--- config.mk ---
export PLATFORM = sky130hd
export DESIGN_NAME = hpt_ram
export DESIGN_NICKNAME = d
export VERILOG_FILES = /design/src/rtl/hpt_ram.sv
export SDC_FILE = /design/constraint.sdc
export NUM_CORES = 1
export LEC_CHECK = 0
export ABC_AREA = 1
export BUFFER_PORTS_ARGS = -buffer_cell sky130_fd_sc_hd__buf_2
export CORE_ASPECT_RATIO = 1.4
export CORE_MARGIN = 3
export CORE_UTILIZATION = 60
export CTS_CLUSTER_DIAMETER = 200
export CTS_CLUSTER_SIZE = 10
export DETAILED_ROUTE_END_ITERATION = 10
export HOLD_SLACK_MARGIN = 0.08
export PLACE_DENSITY = 0.83
export SYNTH_ARGS = -nofsm -noshare
export SYNTH_HDL_FRONTEND = slang
export SYNTH_SLANG_ARGS = --single-unit
--- constraint.sdc ---
create_clock -name clk -period 1.4 [get_ports clk]
set_clock_uncertainty 0.05 [all_clocks]
set_input_delay 0.07 -clock clk [delete_from_list [all_inputs] [get_ports clk]]
set_output_delay 0.07 -clock clk [all_outputs]
set_load 0.02 [all_outputs]
--- src/rtl/hpt_ram.sv ---
// ----------------------------------------------------------------------------
// hpt_ram
// generic simple dual-port ram, one write and one registered read port
// ----------------------------------------------------------------------------
module hpt_ram #(
  parameter int WIDTH = 8,
  parameter int DEPTH = 16
) (
  input  logic                     clk,
  input  logic                     we,
  input  logic [$clog2(DEPTH)-1:0] waddr,
  input  logic [WIDTH-1:0]         wdata,
  input  logic                     re,
  input  logic [$clog2(DEPTH)-1:0] raddr,
  output logic [WIDTH-1:0]         rdata
);

  logic [WIDTH-1:0] mem [DEPTH];
  logic [WIDTH-1:0] rdata_r;

  always_ff @(posedge clk) begin
    if (we) begin
      mem[waddr] <= wdata;
    end
    if (re) begin
      rdata_r <= mem[raddr];
    end
  end

  assign rdata = rdata_r;

endmodule

# ---- Word level (Yosys, flattened, before mapping)
# Memory sizes are Yosys's and may differ from the RTL's. A register that Yosys moved wholly into a read port is not among the register bits.
# Cells that the tools add are included.
dict set report word_totals {
  romBits 0
  wordCells 3
  inputBits 19
  regBits 0
  latchBits 0
  mem_bits_rw 128
  memories 1
  out_inout_bits 8
}
# name depth word_bits rd rd_clocked_by_memory_dff wr line_no
set mem_list {}
lappend mem_list {mem 16 8 1 1 1 18} ;# logic [WIDTH-1:0] mem [DEPTH];
dict set report classes {
  reduce_logical 0
  n_lt_le_gt_ge 0
  eq_ne 0
  mul 0
  shifts 0
  addsub 0
  div 0
  n_mux 2
  bitwise 0
}
# cell count
set ops {}
lappend ops {{two-way mux 1 bit} 2}

# ---- Longest topological paths before layout
dict set report logic_depth {
  word_depth 2
  mapped_depth 8
  mapped_depth_nobuf 7
}

# ---- Least setup slack after synthesis
# OpenSTA, ideal clock, no wires.
dict set report synth_timing {
  path_type {input to register}
  startpoint {input port waddr[2]}
  endpoint {memory mem[10][0], enable pin}
  setup_slack_ns 0.329
  arrival_ns 0.651
  n_path_buf 0
  setup_time_ns 0.370
  stages 2
  required_ns 0.980
  path_cell_list {nand3b_1 -> nor2_1}
}
# item line_no
set synth_rtl {}
lappend synth_rtl {{from (decl)} 11} ;# input logic [$clog2(DEPTH)-1:0] waddr,
lappend synth_rtl {{to (decl)} 18}
# Straight into the memory's write port.

==> run metrics <==
status complete, no violations; clock transition at the registers of the reported paths about 0.050 ns; Worst EP required around 1.5 ns; RePlAce Congestion approximately 0.88; Clock Sink Count ~140; maxcap violations 0; crit path DAT ~1.4 ns; Synth Instances roughly 550; DIE AREA about 11,000 um^2; Initial Utilization 0.618; I/O Pins 27; Leakage 2.97 nW; DR pass1 iterations 6; uppermost routed layer met4; CTS root buf clkbuf_16; 1st-iter DRT viols around 440; Post-Syn Nets between 500 and 600; ys async rst share 0; slowest stage delay, CP around 0.38 ns; Synth Warn # 0; TritonCTS clock tree built; reg-to-reg slack, setup 0.14 ns; Top FF cell, synth edfxtp_1; first-pass GRT wire length about 20,000 um; number of antenna repair diodes 0; final hold vios 0; WS Path Type reg -> reg; Hold Path Class in -> reg; M1 WL 4800 um; count leader, synth nand2_1; max-slew violations 0; Nets ~630; RSZ-0062 raised after global routing no; Slew HR 0.594; area of the mapped netlist between 5000 and 6000 um^2; dpl hpwl roughly 8000 um; core box area 9460 um^2; top-area cell type share of the netlist area 0.698; sequential fraction of the synthesis area 0.698; GRT Util Overall 0.262; area grow syn2layout 15.9%; final critical-path required period between 1 and 1.5 ns; design area 6780 um^2; most frequent cells after synthesis nand2_1, edfxtp_1, inv_1, nand3_1, nor2_1; DRC violations left 0; VDD IR-drop max approximately 1000 uV; Setup TNS 0 ns; total wire length between 10,000 and 15,000 um; Synth Area per Inst between 10 and 15 um^2; routed wl met3 966 um; IO Port Bufs 26; reg2reg path depth 6; post-synth cell types 11; Placed Area ~6200 um^2; EDFF count, synth 136; CP max-delay cell edfxtp_1; Worst R2R End rdata[7]; pwr/cell area between 1000 and 1500 nW/um^2; hold-critical path depth 4; CTS Buffer Depth 2; Worst-Margin Slew between 0.6 and 0.7 ns; Max Freq just under 0.8 GHz; Yosys top cell by area edfxtp_1; fin crit share 0.900; endpoints failing setup 0; antenna violations before repair 0; hold slack final between 0.15 and 0.2 ns; critical path fanouts, max 1; critical path capture point type flip-flop; #FFs+latches synth about 140; Vias/cell 5.57; met2 routed WL 6420 um; Num CTS Buffers 17; WHS Endpoint rdata[4]; vias in the first global route between 4,000 and 5,000; die width a little under 90 um; ANT nets after route 0; total power 9.11 mW; routed via count between 4,000 and 5,000; largest net degree at the start of global routing 33; cells taking the most area after synthesis edfxtp_1, nand2_1, nand3_1; Resize count post-CTS 0; grt ovf 0; Cell Rows 42; share of layout cells above drive strength 1 0.127; worst-path cell chain inv_1 > nand2_1 > nand3_1 > nand3_1 > nand3_1 > nand2_1; RR Startpoint mem[4][7]; routed len/inst around 18 um; htree depth 4; critical path's most frequent cell nand3_1; Startpoint Class flip-flop; clk_lat worst skew roughly 0.42 ns; Hold Startpoint raddr[2]; die height ~120 um
-- through the flow --
stage | std cells | worst slack (ns) | util
after floorplan | 551 | 0.329 | -
after global placement | 689 | 0.0761 | 0.651
after detailed placement | 689 | -0.00758 | 0.651
after CTS | 731 | 0.141 | 0.716
after global routing | 731 | 0.0600 | 0.716
final | 731 | 0.140 | 0.716
-- layer usage --
metal  track usage  up-vias
met1         0.320     1885
met2         0.403      232
met3        0.0611       57
met5             0        -
met4         0.185        0
li1              -     1900
-- flip-flops by register name (all words and copies together), names as in the netlist --
name   cells
mem      128
rdata      8
-- worst max path at each step --
stage	from	end	slack (ns)	depth (start not counted)
CTS	mem[13][3]	rdata[3]	0.14	6
finish	mem[4][7]	rdata[7]	0.14	6
global placement	raddr[0]	rdata[3]	0.08	7
detailed placement	raddr[0]	rdata[3]	-0.008	7
global route	mem[12][3]	rdata[3]	0.06	6
floorplan	waddr[2]	mem[10][0]	0.33	2
-- report_power, final --
part / total, mW / switching, mW / internal [mW]
Sequential: 4.62 / 0.0272 / 4.59
Combinational: 0.602 / 0.417 / 0.186
Clock: 3.89 / 1.52 / 2.37
-- final cells by class --
cell class	count	area [um^2]
flip-flops and latches	136	4080
multi-input cells	289	1210
clock buffers	18	429
fillers	582	2680
well taps	110	138
clock inverters	14	90.1
inverters	102	383
repair buffers	62	438
-- worst max-delay path, delay by kind of cell, from the launching register on --
family / cells / cell delay (ns)
buffers and inverters: 1 / 0.11
DFF: 1 / 0.38
and+or+nand+nor: 5 / 0.49
-- logic make-up after synthesis --
logic type	share of synthesized area
buffers and inverters	0.0939
and+or+nand+nor	0.208
DFF	0.698
-- placed cells by master, fill, tap and decap left out, drive strengths merged --
cell	count
edfxtp	136
nor2	17
clkbuf	18
clkinv	12
clkinvlp	1
dlygate4sd3	10
bufinv	1
nand2	173
nand3b	2
buf	52
inv	102
nand3	97
-- repair_timing --
action / in CTS / in global routing
hold buffers: 10 / 0
hold endpoints to repair: 138 / 0
buffers inserted: 0 / 0
No activity file was read; power rests on OpenSTA's default activity.
