--- config.mk ---
export PLATFORM = sky130hd
export DESIGN_NAME = hpt_clear
export DESIGN_NICKNAME = d
export VERILOG_FILES = /design/src/rtl/hpt_pkg.sv /design/src/rtl/hpt_clear.sv
export SDC_FILE = /design/constraint.sdc
export NUM_CORES = 1
export LEC_CHECK = 0
export BUFFER_PORTS_ARGS = -buffer_cell sky130_fd_sc_hd__buf_4
export CAP_MARGIN = 5
export CORE_MARGIN = 3
export CORE_UTILIZATION = 44
export DETAILED_ROUTE_END_ITERATION = 8
export HOLD_SLACK_MARGIN = 0.08
export PLACE_DENSITY = 0.75
export SYNTH_ARGS = -nofsm -noshare
export SYNTH_HDL_FRONTEND = slang
export SYNTH_SLANG_ARGS = --single-unit
--- constraint.sdc ---
create_clock -name clk -period 1.5 [get_ports clk]
set_clock_uncertainty 0.1 [all_clocks]
set_input_delay 0.225 -clock clk [delete_from_list [all_inputs] [get_ports clk]]
set_output_delay 0.225 -clock clk [all_outputs]
set_load 0.005 [all_outputs]
--- src/rtl/hpt_pkg.sv ---
// ----------------------------------------------------------------------------
// hpt_pkg
// shared types, sizes and codes of the hashed position table
// ----------------------------------------------------------------------------
package hpt_pkg;

  // table geometry
  localparam int INDEX_BITS = 16;
  localparam int SLOT_COUNT = 1 << INDEX_BITS;
  localparam int KEY_W      = 64;
  localparam int TAG_W      = KEY_W - INDEX_BITS;

  // field widths
  localparam int DEPTH_W = 7;
  localparam int SCORE_W = 16;
  localparam int BOUND_W = 2;
  localparam int SQ_W    = 6;
  localparam int PROMO_W = 3;
  localparam int PLY_W   = 8;
  localparam int GEN_W   = 8;

  // score arithmetic, wide enough for a full-range score plus ply
  localparam int SCORE_EXT_W = SCORE_W + 2;
  localparam int MATE_LIMIT  = 30744;
  localparam int SCORE_MAX   = 32767;
  localparam logic signed [SCORE_EXT_W-1:0] MATE_POS  = SCORE_EXT_W'(MATE_LIMIT);
  localparam logic signed [SCORE_EXT_W-1:0] MATE_NEG  = -SCORE_EXT_W'(MATE_LIMIT);
  localparam logic signed [SCORE_EXT_W-1:0] SCORE_POS = SCORE_EXT_W'(SCORE_MAX);
  localparam logic signed [SCORE_EXT_W-1:0] SCORE_NEG = -SCORE_EXT_W'(SCORE_MAX);

  // operation codes
  localparam logic OP_PROBE = 1'b0;
  localparam logic OP_STORE = 1'b1;

  // one accepted input item
  typedef struct packed {
    logic                      op;
    logic [KEY_W-1:0]          position_key;
    logic [DEPTH_W-1:0]        search_depth;
    logic signed [SCORE_W-1:0] node_score;
    logic [BOUND_W-1:0]        bound_kind;
    logic [SQ_W-1:0]           from_square;
    logic [SQ_W-1:0]           to_square;
    logic [PROMO_W-1:0]        promotion;
    logic [PLY_W-1:0]          ply_from_root;
  } hpt_req_t;

  // one result item
  typedef struct packed {
    logic                      hit;
    logic                      written;
    logic [DEPTH_W-1:0]        entry_depth;
    logic signed [SCORE_W-1:0] entry_score;
    logic [BOUND_W-1:0]        entry_bound;
    logic [SQ_W-1:0]           entry_from;
    logic [SQ_W-1:0]           entry_to;
    logic [PROMO_W-1:0]        entry_promotion;
  } hpt_rsp_t;

  // one table slot; the full key is kept so a cleared slot holds key zero
  typedef struct packed {
    logic [KEY_W-1:0]          key;
    logic [DEPTH_W-1:0]        depth;
    logic signed [SCORE_W-1:0] score;
    logic [BOUND_W-1:0]        bound;
    logic [SQ_W-1:0]           from_sq;
    logic [SQ_W-1:0]           to_sq;
    logic [PROMO_W-1:0]        promo;
    logic [GEN_W-1:0]          gen;
  } hpt_entry_t;

  localparam int ENTRY_W = $bits(hpt_entry_t);

  // clear sequencer
  typedef enum logic {
    CLR_SWEEP,
    CLR_DONE
  } hpt_clr_state_t;

  typedef struct packed {
    logic                  active;
    logic                  we;
    logic [INDEX_BITS-1:0] addr;
  } hpt_clr_t;

endpackage

--- src/rtl/hpt_clear.sv ---
// ----------------------------------------------------------------------------
// hpt_clear
// post-reset sweep that zeroes every slot of the table
// ----------------------------------------------------------------------------
module hpt_clear (
  input  logic              clk,
  input  logic              rst_n,
  output hpt_pkg::hpt_clr_t clr
);
  import hpt_pkg::*;

  hpt_clr_state_t        state_r, state_nxt;
  logic [INDEX_BITS-1:0] addr_r, addr_nxt;
  logic                  last;

  assign last = (addr_r == {INDEX_BITS{1'b1}});

  always_comb begin
    state_nxt = state_r;
    unique case (state_r)
      CLR_SWEEP: if (last) state_nxt = CLR_DONE;
      CLR_DONE:  state_nxt = CLR_DONE;
      default:   state_nxt = CLR_DONE;
    endcase
  end

  always_comb begin
    clr.active = 1'b0;
    clr.we     = 1'b0;
    clr.addr   = addr_r;
    addr_nxt   = addr_r;
    unique case (state_r)
      CLR_SWEEP: begin
        clr.active = 1'b1;
        clr.we     = 1'b1;
        addr_nxt   = addr_r + 1'b1;
      end
      CLR_DONE: begin
        clr.active = 1'b0;
      end
      default: begin
        clr.active = 1'b0;
      end
    endcase
  end

  always_ff @(posedge clk) begin
    if (!rst_n) begin
      state_r <= CLR_SWEEP;
      addr_r  <= '0;
    end else begin
      state_r <= state_nxt;
      addr_r  <= addr_nxt;
    end
  end

endmodule

=== Word-level counts from Yosys, hierarchy flattened ===
Index checks and enable logic that the tools add are counted.
Widths: inputs -> output; s select.

* Equal/unequal tests: 1
* Mux-type cells: 4
* Add/subtract/negate cells: 1
* Bitwise operators: 1

{| class="wikitable"
|+ Operator list
! kind !! count
|-
| $add 16x1->16 const B || 1
|-
| $eq 16x16->1 const B || 1
|-
| $pmux 1 s2 || 2
|-
| $mux 1 || 2
|-
| $not 1->1 || 1
|}

* Bits in registers: 17
* Output and inout bits: 18
* Logic and storage cells: 9
* Input port bits: 2

=== Depth between registers and ports, before layout ===
* Depth in word-level cells: 3
* Gate-level depth with buffers: 5
* Mapped depth without buffers: 5

=== Worst setup path after synthesis ===
OpenSTA, ideal clock, no wires.

* Path type: reg2reg
* Start: register addr_r[0]
* End: register addr_r[14]
* Data required time: 1.329 ns
* Path buffers: 0
* Setup slack: -0.133 ns
* Arrival time: 1.463 ns
* Cell stages (with the launch flop): 6
* Path through: dfxtp_1 ha_1 and2b_1 nand3_2 or4_1 a21oi_1

* Word-level cells in the longest chain between the ends: 1

{| class="wikitable"
|+ Ends and longest elaborated chain
! what !! line !! RTL
|-
| from (decl) || hpt_clear.sv:13 || <nowiki>logic [INDEX_BITS-1:0] addr_r, addr_nxt;</nowiki>
|-
| from (signal assigned) || hpt_clear.sv:53 || <nowiki>addr_r <= addr_nxt;</nowiki>
|-
| $add 16x1->16 || hpt_clear.sv:36 || <nowiki>addr_nxt = addr_r + 1'b1;</nowiki>
|}

Every way passes these cells.
A chain may end at the register's enable or synchronous reset.

=== Worst setup path in the final report ===
* Start: register addr_r[1]
* End: register addr_r[14]

The elaborated chain is that of the path after synthesis.

==> metrics <==
fmax around 660 MHz; CP Class flop to flop; commonest non-fill, non-tap cell in the layout buf_4; deepest clock path buffer count 2; Slew Limit Fails 0; # clock sinks 17; post-synthesis simple-gate area fraction around 28%; Mapped Area ~760 um^2; hold path startpoint rst_n; FF+latch count, synth 17; Inserted Diodes 0; gr ovfl total 0; most frequent cells in the layout buf_4, nor2_1, dfxtp_1, xor2_1; Worst Path Required 1.61 ns; Total Power between 0.7 and 0.8 mW; Avg Inst Size Synth 9.41 um^2; worst hold path type input pin to flop; Core ar. about 0.0016 mm^2; fraction of layout cells with a size suffix above 1 47.4%; mux contribution to synthesized area under 10%; Hold Vio Cnt, Final 0; failing checks negative setup slack; hold buffer count at CTS 0; Synth top area share between 40% and 50%; hold path cells 3; Clk Latency, worst-skew pair between 0.2 and 0.3 ns; Routed WL between 1500 and 2000 um; Final ANT Viol Nets 0; Syn Nets 84; peak supply drop between 0.5 and 0.6 mV; Synth Area in XOR/XNOR between 10% and 20%; DRT iter0 DRCs 10; GR peak layer met2; GRT met1 Usage approximately 22%; crit start category flop; Post-DP HPWL 1230 um; first-pass GRT wire length approximately 2700 um; vias in the first global route between 600 and 700; DIE AREA 0.00227 mm^2; CP max-delay cell or4_4; Initial Util 48.9%; Area Overhead vs Synth 42.7%; Hold EP addr_r[12]; drt wl/cell 12.2 um; post-synth cell types 27; Synth Area in Compound Gates between 6 and 7%; cell area power density ~700 mW/mm^2; met3 GRT Util under 10%; gpl congestion roughly 0.76; setup TNS -0.0203 ns; Clock transition at path regs 0.09 ns; CP Max Fanout 3; max-cap violation count 0; DRC viols 0; Synth Warn # 0; largest net degree at the start of global routing 18; Num CTS Buffers 3; initial antenna violation count 0; crit path cell chain ha_4, and2b_2, nand3_2, or4_4, a21oi_2; RR Startpoint addr_r[1]; vias approximately 700; pre-CTS setup slack -0.0549 ns; FF-to-FF setup slack -0.02 ns; Yosys top cell by area dfxtp_1; H-tree levels 1; io pins 20; minimum clock period 1.52 ns; Final Cycle Share 101%; largest family of logic cells by synthesized area simple AND/OR/NAND/NOR gates; Synth Area in Adders under 10%; Lkg Pwr 0.468 nW; Initial DRT Pass Iterations 4; slew of the pin with the lowest slew margin about 0.49 ns; RSZ-0062 raised after global routing yes; port buffer count 19; CP endpoint kind flop; FP Rows 14; Critical R2R Capture addr_r[14]; Syn Inst Count slightly above 80; total track usage between 15 and 20%; fin worst setup slack -0.0161 ns; CTS tree yes; final setup fails 2; die height around 48 um; CP arrival approximately 1.6 ns; slowest cell delay on critical path 0.49 ns; status finished with violations; ranking of synthesized cells by area dfxtp_1, xor2_1, nor2_1; Vias per Instance 5.33; register area share after synthesis ~45%; Die W roughly 48 um; R2R cell count 5; clock root buffer clkbuf_4; met2 Use GR around a quarter; Fill cells approximately 130; Net count, final 120; worst rel slew slack ~67%
power breakdown:
group	switching [mW]	leakage [nW]	internal, mW
logic	0.0275	0.313	0.0312
registers	0.00736	0.140	0.459
clock network	0.134	0.0150	0.103
total	0.169	0.468	0.593
routing by layer:
metal,part of all wire [%],vias up
met3,4.7,4
li1,-,349
met4,0.99,0
met5,0,-
met2,49,18
met1,45,332
flip-flops by register name, indices dropped and copies added (netlist names):
register and flops:
state_r 1, addr_r 16
through the flow:
| step | cells | util (%) | area (um^2) | hold slack, ns |
|---|---|---|---|---|
| global route | 132 | 69.7 | 1090 | 0.343 |
| global placement | 128 | 66.7 | 1040 | 0.395 |
| detailed placement | 128 | 66.7 | 1040 | 0.407 |
| floorplan | 81 | - | 787 | 0.315 |
| CTS | 132 | 68.5 | 1070 | 0.311 |
| finish | 132 | 69.7 | 1090 | 0.310 |
worst max-delay path: cells and delay by family, from the launching register on:
| kind | cells | cell delay, ns |
|---|---|---|
| simple gates | 3 | 0.72 |
| flops | 1 | 0.38 |
| fa+ha+maj | 1 | 0.13 |
| compound gates | 1 | 0.12 |
kinds of logic (layout without fill, tap and decap cells):
kind of cell               after synthesis  after routing
AOI/OAI and AO/OA                        9              9
adders and majority gates                1              1
and+or+nand+nor                         35             35
xor gates and xnor gates                11             11
muxes                                    1              1
DFF                                     17             17
buffers and inverters                    7             42
Yosys cell counts:
cell type / n
nand2_1: 2
or3_1: 3
a21oi_1: 5
buf_6: 1
nand3_1: 4
nor2_1: 12
clkinv_1: 1
mux2i_1: 1
xnor2_1: 4
inv_1: 2
and2b_1: 1
nand4_4: 1
ha_1: 1
xor2_1: 7
and4_1: 1
nand4_1: 4
or4_1: 2
and3_1: 1
buf_4: 2
and4b_1: 1
and4_2: 1
nand3_2: 1
dfxtp_1: 17
and2_1: 1
clkbuf_1: 1
o31ai_1: 2
o21ai_0: 2
layout make-up:
type / instances / area (um^2) / share of cell area (%)
Multi-Input combinational cell: 57 / 415 / 38.2
Sequential cell: 17 / 352 / 32.3
Timing Repair Buffer: 35 / 263 / 24.2
Clock buffer: 4 / 26.3 / 2.42
Tap cell: 16 / 20.0 / 1.84
Inverter: 3 / 11.3 / 1.04
how the worst max path moves through the flow:
stage,end,startpoint
after floorplan,addr_r[14],addr_r[1]
after global placement,addr_r[14],addr_r[1]
after detailed placement,addr_r[14],addr_r[1]
after CTS,addr_r[14],addr_r[1]
after global routing,addr_r[14],addr_r[1]
final,addr_r[14],addr_r[1]
repair_timing:
action / 4_1_cts / 5_1_grt
endpoints found under the hold margin: 0 / 0
gates cloned: 0 / 0
gates resized for setup: 2 / 6
pin swaps: 4 / 1
setup buffers: 0 / 0
endpoints found under the setup margin: 2 / 6
Note: power is estimated with default switching activity, not from simulation.
