[src/rtl/hpt_pkg.sv]
// ----------------------------------------------------------------------------
// hpt_pkg
// shared types, sizes and codes of the hashed position table
// ----------------------------------------------------------------------------
package hpt_pkg;

  // table geometry
  localparam int INDEX_BITS = 16;
  localparam int SLOT_COUNT = 1 << INDEX_BITS;
  localparam int KEY_W      = 64;
  localparam int TAG_W      = KEY_W - INDEX_BITS;

  // field widths
  localparam int DEPTH_W = 7;
  localparam int SCORE_W = 16;
  localparam int BOUND_W = 2;
  localparam int SQ_W    = 6;
  localparam int PROMO_W = 3;
  localparam int PLY_W   = 8;
  localparam int GEN_W   = 8;

  // score arithmetic, wide enough for a full-range score plus ply
  localparam int SCORE_EXT_W = SCORE_W + 2;
  localparam int MATE_LIMIT  = 30744;
  localparam int SCORE_MAX   = 32767;
  localparam logic signed [SCORE_EXT_W-1:0] MATE_POS  = SCORE_EXT_W'(MATE_LIMIT);
  localparam logic signed [SCORE_EXT_W-1:0] MATE_NEG  = -SCORE_EXT_W'(MATE_LIMIT);
  localparam logic signed [SCORE_EXT_W-1:0] SCORE_POS = SCORE_EXT_W'(SCORE_MAX);
  localparam logic signed [SCORE_EXT_W-1:0] SCORE_NEG = -SCORE_EXT_W'(SCORE_MAX);

  // operation codes
  localparam logic OP_PROBE = 1'b0;
  localparam logic OP_STORE = 1'b1;

  // one accepted input item
  typedef struct packed {
    logic                      op;
    logic [KEY_W-1:0]          position_key;
    logic [DEPTH_W-1:0]        search_depth;
    logic signed [SCORE_W-1:0] node_score;
    logic [BOUND_W-1:0]        bound_kind;
    logic [SQ_W-1:0]           from_square;
    logic [SQ_W-1:0]           to_square;
    logic [PROMO_W-1:0]        promotion;
    logic [PLY_W-1:0]          ply_from_root;
  } hpt_req_t;

  // one result item
  typedef struct packed {
    logic                      hit;
    logic                      written;
    logic [DEPTH_W-1:0]        entry_depth;
    logic signed [SCORE_W-1:0] entry_score;
    logic [BOUND_W-1:0]        entry_bound;
    logic [SQ_W-1:0]           entry_from;
    logic [SQ_W-1:0]           entry_to;
    logic [PROMO_W-1:0]        entry_promotion;
  } hpt_rsp_t;

  // one table slot; the full key is kept so a cleared slot holds key zero
  typedef struct packed {
    logic [KEY_W-1:0]          key;
    logic [DEPTH_W-1:0]        depth;
    logic signed [SCORE_W-1:0] score;
    logic [BOUND_W-1:0]        bound;
    logic [SQ_W-1:0]           from_sq;
    logic [SQ_W-1:0]           to_sq;
    logic [PROMO_W-1:0]        promo;
    logic [GEN_W-1:0]          gen;
  } hpt_entry_t;

  localparam int ENTRY_W = $bits(hpt_entry_t);

  // clear sequencer
  typedef enum logic {
    CLR_SWEEP,
    CLR_DONE
  } hpt_clr_state_t;

  typedef struct packed {
    logic                  active;
    logic                  we;
    logic [INDEX_BITS-1:0] addr;
  } hpt_clr_t;

endpackage

[src/rtl/hpt_update.sv]
// ----------------------------------------------------------------------------
// hpt_update
// slot compare, replacement decision, mate adjustment and result forming
// ----------------------------------------------------------------------------
module hpt_update (
  input  hpt_pkg::hpt_req_t            item,
  input  hpt_pkg::hpt_entry_t          entry,
  input  logic [hpt_pkg::GEN_W-1:0]    gen,
  output logic                         we,
  output hpt_pkg::hpt_entry_t          new_entry,
  output hpt_pkg::hpt_rsp_t            rsp
);
  import hpt_pkg::*;

  logic                          tag_match;
  logic                          keep;
  logic signed [SCORE_EXT_W-1:0] s_ext;
  logic signed [SCORE_EXT_W-1:0] ply_ext;
  logic signed [SCORE_EXT_W-1:0] s_adj;
  logic signed [SCORE_EXT_W-1:0] s_sat;

  assign tag_match = (entry.key == item.position_key);
  assign keep      = tag_match && (entry.gen == gen) && (entry.depth > item.search_depth);

  // mate scores move outward by the distance from the root, then saturate
  assign s_ext   = SCORE_EXT_W'(item.node_score);
  assign ply_ext = {{(SCORE_EXT_W-PLY_W){1'b0}}, item.ply_from_root};

  always_comb begin
    priority if (s_ext > MATE_POS) begin
      s_adj = s_ext + ply_ext;
    end else if (s_ext < MATE_NEG) begin
      s_adj = s_ext - ply_ext;
    end else begin
      s_adj = s_ext;
    end
    priority if (s_adj > SCORE_POS) begin
      s_sat = SCORE_POS;
    end else if (s_adj < SCORE_NEG) begin
      s_sat = SCORE_NEG;
    end else begin
      s_sat = s_adj;
    end
  end

  always_comb begin
    new_entry.key     = item.position_key;
    new_entry.depth   = item.search_depth;
    new_entry.score   = s_sat[SCORE_W-1:0];
    new_entry.bound   = item.bound_kind;
    new_entry.from_sq = item.from_square;
    new_entry.to_sq   = item.to_square;
    new_entry.promo   = item.promotion;
    new_entry.gen     = gen;
  end

  always_comb begin
    rsp = '0;
    we  = 1'b0;
    unique case (item.op)
      OP_STORE: begin
        we          = !keep;
        rsp.written = !keep;
      end
      OP_PROBE: begin
        if (tag_match) begin
          rsp.hit             = 1'b1;
          rsp.entry_depth     = entry.depth;
          rsp.entry_score     = entry.score;
          rsp.entry_bound     = entry.bound;
          rsp.entry_from      = entry.from_sq;
          rsp.entry_to        = entry.to_sq;
          rsp.entry_promotion = entry.promo;
        end
      end
      default: begin
        rsp = '0;
      end
    endcase
  end

endmodule

[config.mk]
export PLATFORM = sky130hd
export DESIGN_NAME = hpt_update
export DESIGN_NICKNAME = d
export VERILOG_FILES = /design/src/rtl/hpt_pkg.sv /design/src/rtl/hpt_update.sv
export SDC_FILE = /design/constraint.sdc
export NUM_CORES = 1
export LEC_CHECK = 0
export BUFFER_PORTS_ARGS = -buffer_cell sky130_fd_sc_hd__buf_2
export CORE_AREA = 5 5 150 152
export DETAILED_ROUTE_END_ITERATION = 10
export DIE_AREA = 0 0 155 157
export PLACE_DENSITY = 0.52
export SYNTH_ARGS = -nofsm -noshare
export SYNTH_HDL_FRONTEND = slang
export SYNTH_SLANG_ARGS = --single-unit
[constraint.sdc]
create_clock -name vclk -period 3
set_input_delay 0.15 -clock vclk [all_inputs]
set_output_delay 0.15 -clock vclk [all_outputs]
set_load 0.01 [all_outputs]
# Word-level counts from Yosys, hierarchy flattened
# Cells that the tools add are included.
[op_classes]
addsub = 2
magnitude_cmp = 5
n_eq_ne = 2
muxes = 9
reduce_logical = 3
[op_table]
columns = ["cell", "n"]
rows = [
  ["two-way mux 40 bit", 2],
  ["equality test 64 bit", 1],
  ["two-way mux 18 bit", 2],
  ["two-way mux 16 bit", 2],
  ["> comparator 18 x 16 -> 1 bit, second input constant", 1],
  ["< comparator 18 x 16 -> 1 bit, second input constant", 1],
  ["adder 16 x 9 -> 17 bit", 1],
  ["subtractor 16 x 9 -> 17 bit", 1],
  ["> comparator 16 bit, second input constant", 1],
  ["< comparator 16 bit, second input constant", 1],
  ["equality test 8 bit", 1],
  ["> comparator 7 bit", 1],
  ["two-way mux 1 bit", 3],
  ["logical AND 1 bit", 2],
  ["zero test 1 bit", 1],
]
[totals]
reg_bits = 0
inputBits = 233
out_inout_bits = 155
word_cells = 21

# Longest topological paths before layout
# Gate-level depths: netlist of run 1.
[depth]
depth_word = 6
mapped_depth = 11
mapped_depth_nobuf = 11

# Worst setup path before layout of run 1
# OpenSTA, ideal clock, no wires.
[synth_path]
path_kind = "in2out"
start = "input port item[25] (netlist bit)"
end = "output port new_entry[25] (netlist bit)"
t_arrival_ns = 2.286
required_time_ns = 2.850
slack_ns = 0.564
stages = 11
path_buffers = 0
cell_sequence = "inv_1 ha_1 fa_1 inv_1 a21o_1 a221oi_1 o2111a_1 or4_1 a211oi_1 nand4_1 nand4_1"
[synth_lines]
columns = ["element", "line", "text"]
rows = [
  ["start: declaration", "hpt_update.sv:6", "input hpt_pkg::hpt_req_t item,"],
  ["end: declaration", "hpt_update.sv:10", "output hpt_pkg::hpt_entry_t new_entry,"],
]

==> results of run 1 <==
metal layers:
| metal | up-vias | global-route usage (%) | wire length, microns |
|---|---|---|---|
| met3 | 19 | 5.91 | 2690 |
| li1 | 2052 | - | - |
| met5 | - | 0 | 68 |
| met4 | 8 | 0.421 | 108 |
| met1 | 2036 | 27.4 | 11600 |
| met2 | 267 | 21.7 | 8290 |
kinds of logic after synthesis:
family	Yosys count	share of synthesized area, %
AOI/OAI and AO/OA	77	17.3
xor gates and xnor gates	73	19.2
adders and majority gates	25	9.85
buffers and inverters	139	27.2
and+or+nand+nor	156	26.5
worst max-delay path: stages:
cell      delay [ns]
buf_2           0.12
inv_1           0.05
ha_1            0.20
fa_1            0.39
inv_1           0.09
a21o_1          0.14
a221oi_1        0.11
o2111a_1        0.27
or4_1           0.55
a211oi_2        0.22
nand4_1         0.14
nand4_1         0.12
buf_2           0.13
power by group:
part | internal [uW] | total, uW | switching [uW]
registers | 0 | 0 | 0
clock network | 0.000320 | 0.000320 | 0
logic | 308 | 697 | 389
total | 308 | 697 | 389
cells in the mapped netlist (all sizes together), types with 2 or more instances:
cell type	count	area [sq um]
buf	104	766
nor4b	2	17.5
nand2b	5	31.3
o211ai	3	22.5
nor2b	5	31.3
o2111a	2	22.5
or3	3	25.0
xnor2	68	596
nor2	28	108
inv	26	97.6
clkbuf	8	31.3
nor4	8	50.1
ha	23	288
o21a	7	52.6
o21ai	9	45.0
or4	3	22.5
a221o	6	60.1
a211o	3	26.3
o211a	2	20.0
nand4	22	138
a21o	5	37.5
a21oi	17	85.1
xor2	5	43.8
and2	40	250
fa	2	40.0
and3	9	56.3
o221ai	5	50.0
nand3	4	20.0
nor3	9	50.1
nand2	15	58.8
a32oi	2	17.5
o2bb2ai	2	17.5
area by class of cell:
cell class                      count  area, sq um
Inverter                           26         97.6
Timing Repair Buffer              364         1850
Multi-Input combinational cell    331         2430
Tap cell                          275          344
Fill cell                        2430        16100
Antenna cell                       13         32.5
cells in the final DEF (no fill, tap or decap), types with 5 or more instances in the layout:
master	instances
buf_2	354
xnor2_1	68
and2_1	40
inv_1	26
nor2_1	26
ha_1	23
nand4_1	22
a21oi_1	17
nand2_1	14
diode_2	13
buf_4	10
and3_1	9
o21ai_0	9
nor4_1	8
nor3_1	8
o21a_1	7
a221o_1	6
a21o_1	5
nand2b_1	5
nor2b_1	5
xor2_1	5
how the worst max path moves through the flow:
stage               startpoint       endpoint  slack (ns)  cells past startpoint
global route          item[25]  new_entry[25]       0.002                     13
global placement      item[25]  new_entry[25]        0.17                     13
finish                item[25]  new_entry[25]        0.17                     13
CTS                   item[25]  new_entry[25]        0.14                     13
floorplan             item[25]  new_entry[25]        0.56                     11
detailed placement    item[25]  new_entry[25]        0.14                     13
per-stage QoR:
step	setup WS (ns)	util [%]
final	0.174	22.7
after floorplan	0.564	-
after CTS	0.138	22.6
after detailed placement	0.137	22.6
after global placement	0.171	22.6
after global routing	0.00172	22.6
timing repair:
action | CTS | global route
endpoints found under the setup margin | 0 | 1
buffers inserted | 0 | 0
gates resized for setup | 0 | 1
hold buffers | 0 | 0
==> impl_metrics.ini, run 1 <==
[outcome]
status = finished, final reports clean

[floorplan]
fp-row-count = 53
initial_core_util_pct = 15.9
fp.dieW_microns = 155
core_sq_um = 20900
die_area_sq_um = 24300
die_h_microns = 157
ios = 388

[layout]
register_area_sq_um = 0
fin_area_sq_um = 4750
layout.nets = 981
drive_gt1_share_pct = 51.9
syn2layout_area_growth_pct = 42.8
nFlopsAndLatches = 0
clock_buffers = 0
instances_no_fill = 1009

[hold_path]
hold_path.class = in2out
min_from = item[22]
min_to = new_entry[22]
holdPathStages = 0

[logic_synthesis]
ys_seq_area_share_pct = 0
yosys_warnings = 0
synth_cell_types = 58
syn_nets = 728
syn_area_per_cell_sq_um = 7.08
netlist_area_sq_um = 3330
syn_inst = 470

[placed_design]
hpwlAfterDp_microns = 20900
gp_congestion = 0.916
dp.cells = 996
portBuffers = 354
placed_area_sq_um = 4710

[drt]
drt-total-wl_microns = 22700
ant_nets = 0
drt-pass1-iter-count = 5
drtIter0Drc = 349
drcViolationCount = 0
avgRoutedWirePerCell_microns = 22.5
drt-vias-per-instance = 4.34
vias = 4382

[flow_run]
drv_cap = 0

[global_routing]
gr-total-overflow = 0
grt_util_all_layers_pct = 16.9
antenna_found_initial = 19
grt_pass1_wl_microns = 29700
grt_max_degree = 41
grt_pass1_vias = 4161

[setup_path]
worst-setup-path-type = in2out
cp-start-kind = input pin
required_ns = 2.85
cp_max_fo = 5
setup.worst_path.end_class = output pin
worst_ep_arrival_time_ns = 2.68

[timing]
slew_viol_final = 0
rsz0062_at_grt = false
period_share_pct = 94.2
worstMarginPinSlew_ns = 0.603
clock.fmax_ghz = 0.354
finalSetupTns_ns = 0
finalCriticalPeriod_ns = 2.83
slew_headroom_pct = 59.4
hold_viol = 0
hold_slack_ns = 0.300
setup_viol = 0

[power_and_ir_drop]
power.total_uw = 697
irDropWorstVdd_mv = 0.0748
power_density_nw_per_um2 = 147
p_leak_uw = 0.00253
Power figures use the tool's default switching activity.
==> run 2: changes to the inputs <==
Settings changed: CORE_AREA 5 5 150 152 to 5 5 148 150, DIE_AREA 0 0 155 157 to 0 0 153 155, PLACE_DENSITY 0.52 to 0.53.
Clock period 3 ns to 3.45 ns, I/O delays scaled along.
==> impl_metrics.ini, run 2 (synthesis gave the netlist of run 1 again) <==
[outcome]
status = finished, final reports clean

[layout]
layout.nets = 973
final_common_cell = buf_2
drive_gt1_share_pct = 51.2
nFlopsAndLatches = 0
register_area_sq_um = 0
fill_cells = 2414
layout_common_cells = 354 x buf_2, 68 x xnor2_1, 40 x and2_1
fin_util_pct = 22.7
multi_input_area_sq_um = 2430
instances_no_fill = 992
clock_buffers = 0
syn2layout_area_growth_pct = 40.2

[drt]
ant_nets = 0
drcViolationCount = 0
drt-vias-per-instance = 4.35
drt-pass1-iter-count = 5
drtIter0Drc = 277
avgRoutedWirePerCell_microns = 23.4
drt-total-wl_microns = 23200
vias = 4311

[timing]
rsz0062_at_grt = false
setup_viol = 0
clock.fmax_ghz = 0.341
hold_slack_ns = 0.345
hold_viol = 0
slew_viol_final = 0
layout_setup_ws_ns = 0.521
finalSetupTns_ns = 0
worstMarginPinSlew_ns = 0.852
finalCriticalPeriod_ns = 2.93
period_share_pct = 84.9
slew_headroom_pct = 42.4

[floorplan]
die_area_sq_um = 23700
die_h_microns = 155
fp-row-count = 53
fp.dieW_microns = 153
ios = 388
initial_core_util_pct = 16.2
core_sq_um = 20600

[power_and_ir_drop]
p_comb_share_pct = 100.0
p_sw_uw = 342
p_leak_uw = 0.00249
sw_frac_of_total_pct = 56.7
internal-power_uw = 261
p_clk_share_pct = 0
irDropWorstVdd_mv = 0.0803
p_seq_share_pct = 0
power_density_nw_per_um2 = 129

[global_routing]
grt_max_degree = 41
grt_pass1_wl_microns = 30600
gr-total-overflow = 0
grt_pass1_vias = 4085
antenna_found_initial = 18
grt_util_all_layers_pct = 17.9

[setup_path]
worst_ep_arrival_time_ns = 2.76
required_ns = 3.28
setup.worst_path.end_class = output pin
worst-setup-path-type = in2out
cp_max_fo = 5
cp-start-kind = input pin

[placed_design]
hpwlAfterDp_microns = 21600
dp.cells = 988
portBuffers = 354
gp_congestion = 0.968
dpl_worst_slack_ns = 0.539

[clock_tree]
post_cts_resized = 0
ctsHoldBuffers = 0
cts_setup_buffers = 0

[hold_path]
hold_path.class = in2out
holdPathStages = 0
min_to = new_entry[23]
min_from = item[23]

[flow_run]
drv_cap = 0
-- run 2: cell count changes in the layout (fill, tap and decap cells not counted) --
cell	previous run	this run
buf_4	10	2
a211oi_1	0	1
diode_2	13	4
a211oi_2	1	0
-- run 2: layout make-up --
class / instances / share of cell area [%]
repair buffers: 356 / 38.3
inverters: 26 / 2.09
well taps: 275 / 7.38
multi-input cells: 331 / 52.0
diodes: 4 / 0.215
-- run 2: stage by stage --
| stage | instance area [sq um] | total power, uW |
|---|---|---|
| after floorplan | 3330 | 348 |
| after global placement | 4650 | 602 |
| after detailed placement | 4650 | 599 |
| after CTS | 4650 | 602 |
| after global routing | 4650 | 650 |
| final | 4660 | 603 |
-- run 2: worst max-delay path, cell delays in order --
cell      delay (ns)
buf_2           0.12
inv_1           0.05
ha_1            0.20
fa_1            0.38
inv_1           0.09
a21o_1          0.14
a221oi_1        0.14
o2111a_1        0.29
or4_1           0.54
a211oi_1        0.26
nand4_1         0.12
nand4_1         0.12
buf_2           0.13
-- run 2: worst max-delay path by stage --
stage          startpoint       endpoint  slack [ns]  cells after the start
3_5_place_dp     item[25]  new_entry[25]        0.54                     13
6_report         item[25]  new_entry[25]        0.52                     13
5_1_grt          item[25]  new_entry[25]        0.42                     13
4_1_cts          item[25]  new_entry[25]        0.54                     13
2_1_floorplan    item[25]  new_entry[25]        0.97                     11
3_3_place_gp     item[25]  new_entry[25]        0.57                     13
-- run 2: per-layer routing --
metal	track usage, %	vias to the layer above	part of all wire (%)
met4	0.849	2	0.56
li1	-	2019	-
met5	0	-	0.056
met3	7.32	12	13
met1	28.4	1982	50
met2	22.9	296	36
-- run 2: power by group through the flow --
stage | Sequential [uW] | Clock [uW] | Combinational [uW]
after floorplan | 0 | 0 | 348
after global placement | 0 | 0 | 602
after detailed placement | 0 | 0 | 599
after CTS | 0 | 0 | 602
after global routing | 0 | 0 | 650
final | 0 | 0.0000813 | 603
==> run 3: changes to the inputs <==
Settings changed: CORE_AREA 5 5 148 150 to 5 5 150 152, DIE_AREA 0 0 153 155 to 0 0 155 157, PLACE_DENSITY 0.53 to 0.52.
Clock period 3.45 ns to 2.8 ns, I/O delays scaled along.
==> impl_metrics.ini, run 3 (synthesis gave the netlist of run 1 again) <==
[setup_path]
cp_max_fo = 10
worst-setup-path-type = in2out
path_delay_family = simple AND/OR/NAND/NOR gates
worst_ep_arrival_time_ns = 2.57
setup.worst_path.end_class = output pin
cp-start-kind = input pin
critical-path-slowest-cell = or4_1
worst-path-buf-inv = 3
critical_path.max_stage_delay_ns = 0.52
crit_chain = buf_2, inv_1, ha_1, nand3_1, a21oi_1, o2111a_1, nor3_1, or4_1, a22oi_1, nand4_1, nand4_1, buf_2
required_ns = 2.66

[power_and_ir_drop]
p_clk_share_pct = 0
p_leak_uw = 0.00258
power.total_uw = 756
power_density_nw_per_um2 = 155
p_comb_share_pct = 100.0
irDropWorstVdd_mv = 0.0902
sw_frac_of_total_pct = 55.1
internal-power_uw = 339
p_seq_share_pct = 0
p_sw_uw = 417

[hold_path]
holdPathStages = 0
min_from = item[22]
min_to = new_entry[22]
hold_path.class = in2out

[layout]
syn2layout_area_growth_pct = 46.1
drive_gt1_share_pct = 53.9
layout.nets = 991
clock_buffers = 0
nFlopsAndLatches = 0
fin_area_sq_um = 4860
fill_cells = 2383
fin_util_pct = 23.3
register_area_sq_um = 0
multi_input_area_sq_um = 2470
final_common_cell = buf_2
layout_common_cells = 354 x buf_2, 68 x xnor2_1, 40 x and2_1

[timing]
slew_headroom_pct = 58.3
hold_viol = 0
finalSetupTns_ns = 0
clock.fmax_ghz = 0.369
layout_setup_ws_ns = 0.0903
setup_viol = 0
slew_viol_final = 0
worstMarginPinSlew_ns = 0.620
period_share_pct = 96.8
finalCriticalPeriod_ns = 2.71

[placed_design]
placed_area_sq_um = 4800
dpl_worst_slack_ns = -0.0274
gp_congestion = 0.891
hpwlAfterDp_microns = 21000
portBuffers = 354

[global_routing]
grt_pass1_vias = 4188
gr-total-overflow = 0
grt_max_degree = 35
grt_pass1_wl_microns = 30100
antenna_found_initial = 15
grt_util_all_layers_pct = 17.0

[drt]
drtIter0Drc = 275
vias = 4311
avgRoutedWirePerCell_microns = 22.3
drcViolationCount = 0
drt-vias-per-instance = 4.26
ant_nets = 0
drt-total-wl_microns = 22600
drt-pass1-iter-count = 4

[outcome]
status = finished, final reports clean

[floorplan]
core_sq_um = 20900
die_h_microns = 157
fp-row-count = 53
initial_core_util_pct = 15.9
die_area_sq_um = 24300
fp.dieW_microns = 155
ios = 388

[flow_run]
drv_cap = 0
-- run 3: worst max path at each step --
stage,endpoint,start,cells after the start
floorplan,new_entry[25],item[25],11
global placement,new_entry[25],item[25],13
detailed placement,new_entry[25],item[25],13
CTS,new_entry[25],item[25],13
global route,new_entry[25],item[4],12
finish,new_entry[25],item[4],12
-- run 3: final cells by class --
class,instances,area share [%]
tap,275,7.08
antenna,6,0.309
timing repair buffer,374,39.8
inverter,26,2.01
multi-input combinational,331,50.8
-- run 3: metrics by stage --
step / std cells / hold WS (ns)
2_1_floorplan: 470 / 0.331
3_3_place_gp: 1006 / 0.280
3_5_place_dp: 1006 / 0.280
4_1_cts: 1006 / 0.280
5_1_grt: 1006 / 0.280
6_report: 1012 / 0.280
-- run 3: routing by layer --
| layer | vias to the layer above | routed length (microns) | global-route usage (%) |
|---|---|---|---|
| li1 | 2061 | - | - |
| met1 | 1959 | 11200 | 27.2 |
| met2 | 271 | 8190 | 21.6 |
| met3 | 14 | 3030 | 7.26 |
| met4 | 6 | 89 | 0.421 |
| met5 | - | 38 | 0 |
-- run 3: power by group through the flow --
stage / Clock, uW / Sequential (uW) / Combinational (uW)
floorplan: 0 / 0 / 428
global placement: 0 / 0 / 745
detailed placement: 0 / 0 / 739
CTS: 0 / 0 / 745
global route: 0 / 0 / 820
finish: 0.000204 / 0 / 756
-- run 3: timing repair --
action | CTS | global route
setup buffers | 0 | 0
hold buffers | 0 | 0
setup endpoints to repair | 1 | 1
gates resized for setup | 2 | 9
pin swaps | 0 | 4
